## src/abrm_pkg.sv

```systemverilog
`timescale 1ns / 1ps
// ----------------------------------------------------------------------------
// abrm_pkg: shared constants and types for the adaptive binary rate model
// Count width, log2 result format and the status bundle of the log2 unit.
// ----------------------------------------------------------------------------
package abrm_pkg;

    // width of the zero and total counters
    localparam int COUNT_WIDTH = 16;
    // bits of the log2 integer part (index of the top set bit of a count)
    localparam int EXP_W       = $clog2(COUNT_WIDTH);
    // fraction bits produced by the squaring loop
    localparam int FRAC_BITS   = 16;
    localparam int LOG_W       = EXP_W + FRAC_BITS;
    // mantissa is Q1.30, so 31 bits
    localparam int MANT_W      = 31;
    localparam int SH_W        = $clog2(MANT_W);
    localparam int ITER_W      = $clog2(FRAC_BITS);

    localparam logic [COUNT_WIDTH-1:0] START_ZEROS = COUNT_WIDTH'(1);
    localparam logic [COUNT_WIDTH-1:0] START_TOTAL = COUNT_WIDTH'(2);
    localparam logic [15:0]            MAX_FREQ_RST = 16'd4096;

    // status of the log2 unit toward its sequencer
    typedef struct packed {
        logic             busy;
        logic             done;
        logic [LOG_W-1:0] value;
    } t_log_rsp;

endpackage

```

## src/abrm_log2.sv

```systemverilog
`timescale 1ns / 1ps
// ----------------------------------------------------------------------------
// abrm_log2: iterative fixed-point log2 of a count
// Normalize on start, then square the mantissa once per cycle, one fraction
// bit per square. Result is {exponent, fraction} with FRAC_BITS fraction bits.
// ----------------------------------------------------------------------------
module abrm_log2 (
    input  logic                            i_clk,
    input  logic                            i_rst_n,
    input  logic                            i_start,
    input  logic [abrm_pkg::COUNT_WIDTH-1:0] i_x,
    output abrm_pkg::t_log_rsp              o_rsp
);

    logic                            r_busy;
    logic                            r_done;
    logic [abrm_pkg::ITER_W-1:0]     r_cnt;
    logic [abrm_pkg::EXP_W-1:0]      r_exp;
    logic [abrm_pkg::FRAC_BITS-1:0]  r_frac;
    logic [abrm_pkg::MANT_W-1:0]     r_mant;

    logic [abrm_pkg::COUNT_WIDTH-1:0] x_nz;
    logic [abrm_pkg::EXP_W-1:0]       top_idx;
    logic [abrm_pkg::SH_W-1:0]        norm_sh;
    logic [2*abrm_pkg::MANT_W-1:0]    sq_full;
    logic [abrm_pkg::MANT_W:0]        sq;
    logic [abrm_pkg::MANT_W-1:0]      n_mant;

    // zero is taken as one; find the top set bit
    always_comb begin
        x_nz    = (i_x == '0) ? abrm_pkg::COUNT_WIDTH'(1) : i_x;
        top_idx = '0;
        for (int i = 0; i < abrm_pkg::COUNT_WIDTH; i++) begin
            if (x_nz[i]) begin
                top_idx = abrm_pkg::EXP_W'(i);
            end
        end
        norm_sh = abrm_pkg::SH_W'(abrm_pkg::MANT_W - 1) - abrm_pkg::SH_W'(top_idx);
    end

    // one square per cycle; a square at or above 2.0 yields a one bit
    always_comb begin
        sq_full = {{abrm_pkg::MANT_W{1'b0}}, r_mant} * {{abrm_pkg::MANT_W{1'b0}}, r_mant};
        sq      = sq_full[2*abrm_pkg::MANT_W-1:abrm_pkg::MANT_W-1];
        if (sq[abrm_pkg::MANT_W]) begin
            n_mant = sq[abrm_pkg::MANT_W:1];
        end else begin
            n_mant = sq[abrm_pkg::MANT_W-1:0];
        end
    end

    always_ff @(posedge i_clk) begin
        if (!i_rst_n) begin
            r_busy <= 1'b0;
            r_done <= 1'b0;
            r_cnt  <= '0;
        end else begin
            r_done <= 1'b0;
            if (i_start) begin
                r_busy <= 1'b1;
                r_cnt  <= '0;
            end else if (r_busy) begin
                r_cnt <= r_cnt + 1'b1;
                if (r_cnt == abrm_pkg::ITER_W'(abrm_pkg::FRAC_BITS - 1)) begin
                    r_busy <= 1'b0;
                    r_done <= 1'b1;
                end
            end
        end
    end

    always_ff @(posedge i_clk) begin
        if (i_start) begin
            r_exp  <= top_idx;
            r_frac <= '0;
            r_mant <= abrm_pkg::MANT_W'(x_nz) << norm_sh;
        end else if (r_busy) begin
            r_mant <= n_mant;
            r_frac <= {r_frac[abrm_pkg::FRAC_BITS-2:0], sq[abrm_pkg::MANT_W]};
        end
    end

    assign o_rsp.busy  = r_busy;
    assign o_rsp.done  = r_done;
    assign o_rsp.value = {r_exp, r_frac};

    // a result appears only at the end of a run
    a_done_after_busy: assert property (@(posedge i_clk) disable iff (!i_rst_n)
        r_done |-> $past(r_busy))
        else $error("log2 done without a run");

    // a new start never lands on a run in progress
    a_no_restart: assert property (@(posedge i_clk) disable iff (!i_rst_n)
        i_start |-> !r_busy)
        else $error("log2 restarted while busy");

endmodule

```

## config.mk

```make
export PLATFORM = sky130hd
export DESIGN_NAME = abrm_log2
export DESIGN_NICKNAME = d
export VERILOG_FILES = /design/src/abrm_pkg.sv /design/src/abrm_log2.sv
export SDC_FILE = /design/constraint.sdc
export NUM_CORES = 2
export LEC_CHECK = 0
export BUFFER_PORTS_ARGS = -buffer_cell sky130_fd_sc_hd__buf_2
export CORE_MARGIN = 1
export CORE_UTILIZATION = 45
export CTS_CLUSTER_SIZE = 16
export DETAILED_ROUTE_END_ITERATION = 12
export GPL_TIMING_DRIVEN = 1
export MAX_ROUTING_LAYER = met4
export PLACE_DENSITY = 0.67
export SYNTH_ARGS = -nofsm -noshare
export SYNTH_HDL_FRONTEND = slang
export SYNTH_SLANG_ARGS = --single-unit
```

## constraint.sdc

```tcl
create_clock -name i_clk -period 10.1 [get_ports i_clk]
set_clock_uncertainty 0.15 [all_clocks]
set_input_delay 2.02 -clock i_clk [delete_from_list [all_inputs] [get_ports i_clk]]
set_output_delay 2.02 -clock i_clk [all_outputs]
set_load 0.02 [all_outputs]
```

Word-level counts from Yosys, hierarchy flattened
Index checks and enable logic that the tools add are counted.
{ "word_totals": {"out_inout_bits": 22, "word_cells": 40, "reg_bits": 57} }
{ "op_classes": {"n_mul": 1, "muxes": 23, "bitwise_logic": 2, "eq_ne": 1, "n_reduce_logical": 4, "add_sub_neg": 2, "shifts": 1} }
{ "ops": {"columns": ["cell", "count"], "rows": [
  ["$mux W31", 3],
  ["$mul A31 B31 Y62", 1],
  ["$mux W4", 14],
  ["$shl A16 B5 Y31", 1],
  ["$logic_not A16 Y1", 1],
  ["$mux W16", 1],
  ["$mux W1", 5],
  ["$sub A5 B4 Y5 const A", 1],
  ["$add A4 B1 Y4 const B", 1],
  ["$eq A4 B4 Y1 const B", 1],
  ["$reduce_or A3 Y1", 1],
  ["$not A1 Y1", 2],
  ["$reduce_bool A2 Y1", 1],
  ["$reduce_or A2 Y1", 1]
]} }

Longest topological paths before layout
{ "logic_depth": {"word_depth": 20, "ltp_mapped": 31, "depth_no_buf": 27} }

Least setup slack after synthesis
Ideal clock, no wire load.
{ "synth_timing": {"path_kind": "flip-flop to flip-flop", "startpoint": "register r_mant[4] (netlist name)", "endpoint": "register r_mant[24] (netlist name) (data pin)", "setup_time_ns": 0.261, "path_stages_with_launch": 27, "period_less_slack_ns": 7.856, "path_slack_ns": 2.244, "required_time_ns": 9.689, "arrival_ns": 7.446, "path_buffers": 2, "cell_sequence": "edfxtp_1 -> clkbuf_1 -> clkbuf_1 -> and2_1 -> fa_1 -> fa_1 -> fa_1 -> inv_1 -> fa_1 -> inv_1 -> fa_1 -> inv_1 -> fa_1 -> inv_1 -> fa_1 -> fa_1 -> ha_1 -> a21oi_1 -> o22ai_1 -> a2111oi_0 -> a221oi_1 -> o31ai_1 -> o21ai_0 -> a31oi_1 -> mux2i_1 -> nor2_1 -> a221o_1"} }
{ "synth_between": {"elab_chain_len": 4} }
{ "synth_rtl": {"columns": ["element", "line_no", "text"], "rows": [
  ["from (decl)", "abrm_log2.sv:20", "logic [abrm_pkg::MANT_W-1:0] r_mant;"],
  ["from (signal assigned)", "abrm_log2.sv:76", "r_mant <= abrm_pkg::MANT_W'(x_nz) << norm_sh;"],
  ["from (signal assigned)", "abrm_log2.sv:78", "r_mant <= n_mant;"],
  ["$mul A31 B31 Y62", "abrm_log2.sv:43", "sq_full = {{abrm_pkg::MANT_W{1'b0}}, r_mant} * {{abrm_pkg::MANT_W{1'b0}}, r_mant};"],
  ["$mux W31", "abrm_log2.sv:45", "if (sq[abrm_pkg::MANT_W]) begin"],
  ["$mux W31", "abrm_log2.sv:77", "end else if (r_busy) begin"],
  ["$mux W31", "abrm_log2.sv:73", "if (i_start) begin"]
]} }
No other way between the ends. The select of a mux whose other input is x is not followed.
A chain may end at the register's enable or synchronous reset.

Final worst setup path
{ "layout_timing": {"startpoint": "register r_mant[18] (netlist name)", "endpoint": "register r_mant[10] (netlist name) (data pin)"} }
The elaborated chain is that of the path after synthesis.

==> impl_metrics.toml <==
[sta]
worst_slew_pin_slew_ns = 1.26
post-route-period-util_pct = 91.4
timing.slew.headroom_pct = 16.2
fin_ws_ns = 0.870
slew_viol_final = 0
fmax_mhz = 108
fin_setup_tns_ns = 0
rsz0062_at_grt = "no"
finalHoldViolCount = 0
setup_viol = 0
period_needed_ns = 9.23

[layout]
drive_above_1_share_pct = 4.18
fin_nets = 4284
final_common_cell = "inv_1"
synthToLayoutAreaGrowth_pct = 4.51
final_cells = 4127
n_antenna_cell = 0
mostFrequentLayoutCells = "inv_1 (921), fa_1 (747), nand2_1 (322), ha_1 (269), and2_1 (190)"
nFillCells = 6322
final_core_util_pct = 47.6

[job]
max-cap-violations = 0

[detailed_routing]
dr.first_iter.drc_count = 1363
vias = 21351
vias_per_cell = 5.17
firstDrtPassIters = 5
detail-route-antenna-nets = 0
wire_per_inst_um = 18.5
drc = 0
routed_wl_um = 76300

[logic_synthesis]
ys_types = 80
async_flop_share_pct = 0
synthTopCellsByArea = "fa_1 (49%), inv_1 (11%), ha_1 (11%), nand2_1 (4.0%), and2_1 (3.9%)"
synth_edf_count = 35
syn_area_sq_um = 30600
synthSimpleGateAreaFrac_pct = 11.8
synth_ff_type = "edfxtp_1"
synth_fa_ha_area_share_pct = 59.9
yosysSeqAreaShare_pct = 4.88
synthMuxAreaShare_pct = 2.17
synth_xor_xnor_area_share_pct = 1.66
synth-compound-area-share_pct = 6.48
synth_nets = 4324
ys.warnings.count = 0
syn_area_per_cell_sq_um = 9.29
syn-instance-count = 3289
synth_largest_area_cell = "fa_1"
synth_top_area_share_pct = 48.9
synth_top_family_by_area = "adder cells"
ys_ff_latch = 57

[clocking]
clk_latency_ns = 0.33
ctsHtreeMaxLevel = 3
post_cts_buffers = 0
cts_buffer_depth = 2
cts_tree = "done"
cts_buffers = 9
cts_hold_buf = 0
cts.clk_slew.worst_paths_ns = 0.06
post_cts_resized = 0
cts.sinks = 57
root_buffer = "clkbuf_16"

[critical_path]
end_kind = "register"
cp_max_fo = 34
r2r_cells = 25
cp.required_ns = 9.99
arrival_ns = 9.12
cp-start-kind = "register"
crit_type = "register to register"

[floorplanning]
io_pins = 41
num_rows = 95
floorplan.initialDensity_pct = 45.5
fp.dieH_um = 263
die_w_um = 263
core_area_sq_um = 67200
die_area_sq_um = 69000

[outcome]
outcome = "finished, final reports clean"

[worst_hold_path]
whs_path_depth = 2
hp-class = "register to register"

[place]
dp_worst_setup_slack_ns = 1.08
port_buffers = 40
place_hpwl_um = 63700
dp_cells = 4111
place.gp.congestion = 0.925

[global_routing]
grt_pass1_wl_um = 125000
antenna_found_initial = 0
grt_use_total_pct = 24.0
gr-total-overflow = 0
grt_max_degree = 65
grt_pass1_vias = 23386
## critical path: stages, from the launching register on
cell      delay [ns]
edfxtp_1        1.18
buf_4           0.42
and2_1          0.22
ha_1            0.25
xor2_1          0.18
fa_1            0.54
inv_1           0.05
fa_1            0.49
fa_1            0.60
fa_1            0.44
fa_1            0.46
fa_1            0.49
inv_1           0.05
fa_1            0.47
inv_1           0.04
ha_1            0.37
a21oi_1         0.19
o21ai_0         0.17
nor2_1          0.21
o41ai_2         0.11
o21ai_2         0.37
o21a_1          0.24
o211a_1         0.24
buf_4           0.34
a21oi_1         0.08
o21ai_0         0.56
## final timing paths
path	slack (ns)	from	end
worst max-delay path	0.87	r_mant[18]$_DFFE_PP_	r_mant[10]$_DFFE_PP_
worst min-delay path	0.33	r_cnt[3]$_SDFFE_PP0P_	r_done$_SDFF_PP0_
worst max register to register	0.87	r_mant[18]$_DFFE_PP_	r_mant[10]$_DFFE_PP_
worst min register to register	0.33	r_cnt[3]$_SDFFE_PP0P_	r_done$_SDFF_PP0_
## Yosys cell counts, types with 6 or more instances
| cell type | instances |
|---|---|
| or2_2 | 7 |
| nor2b_1 | 12 |
| fa_1 | 747 |
| nand2_1 | 322 |
| o21ai_0 | 53 |
| a21oi_1 | 75 |
| and3_1 | 16 |
| inv_1 | 921 |
| o21a_1 | 11 |
| buf_1 | 7 |
| edfxtp_1 | 35 |
| ha_1 | 269 |
| xor2_1 | 26 |
| nor3_1 | 26 |
| a211oi_1 | 12 |
| and2_1 | 190 |
| clkbuf_1 | 113 |
| nand3_1 | 26 |
| dfxtp_1 | 22 |
| a31oi_1 | 12 |
| a21o_1 | 34 |
| xnor2_1 | 30 |
| nand2b_1 | 8 |
| nand4_1 | 13 |
| o22ai_1 | 9 |
| buf_2 | 11 |
| o21ai_1 | 6 |
| nor2_1 | 112 |
| nor4_1 | 8 |
| mux2i_1 | 39 |
| o21bai_1 | 9 |
## kinds of logic (layout without fill, tap and decap cells)
family / count (synthesis) / count (layout)
XOR/XNOR: 57 / 57
buffers and inverters: 1058 / 1023
multiplexers: 53 / 53
AND/OR/NAND/NOR: 755 / 755
flip-flops: 57 / 57
AO/OA/AOI/OAI: 293 / 293
adder cells (fa/ha/maj): 1016 / 1016
## flip-flops by register name (all words and copies together), names as in the netlist
name    count
r_cnt       4
r_busy      1
r_done      1
r_exp       4
r_frac     16
r_mant     31
## final cells by class
cell class / count / area (sq um) / area share, %
Sequential cell: 57 / 1490 / 4.67
Clock inverter: 4 / 26.3 / 0.0823
Tap cell: 873 / 1090 / 3.42
Clock buffer: 12 / 268 / 0.838
Timing Repair Buffer: 84 / 531 / 1.66
Multi-Input combinational cell: 2174 / 25100 / 78.5
Inverter: 923 / 3460 / 10.8
## through the flow
step	cell area, sq um	hold slack (ns)
6_report	31900	0.333
3_5_place_dp	31600	0.333
3_3_place_gp	31600	0.319
5_1_grt	31900	0.366
4_1_cts	31900	0.341
2_1_floorplan	30600	0.304
## per-layer routing
layer / GRT usage (%) / up-vias / part of all wire [%]
met1: 30.2 / 10803 / 40
met3: 3.57 / 137 / 6.7
met4: 5.71 / 0 / 2.6
met2: 40.6 / 660 / 50
met5: - / - / 0
li1: - / 9751 / -
Power is left out: the tool's default activity adds up to more than one toggle a clock period on the data nets, which glitch-free logic cannot reach.
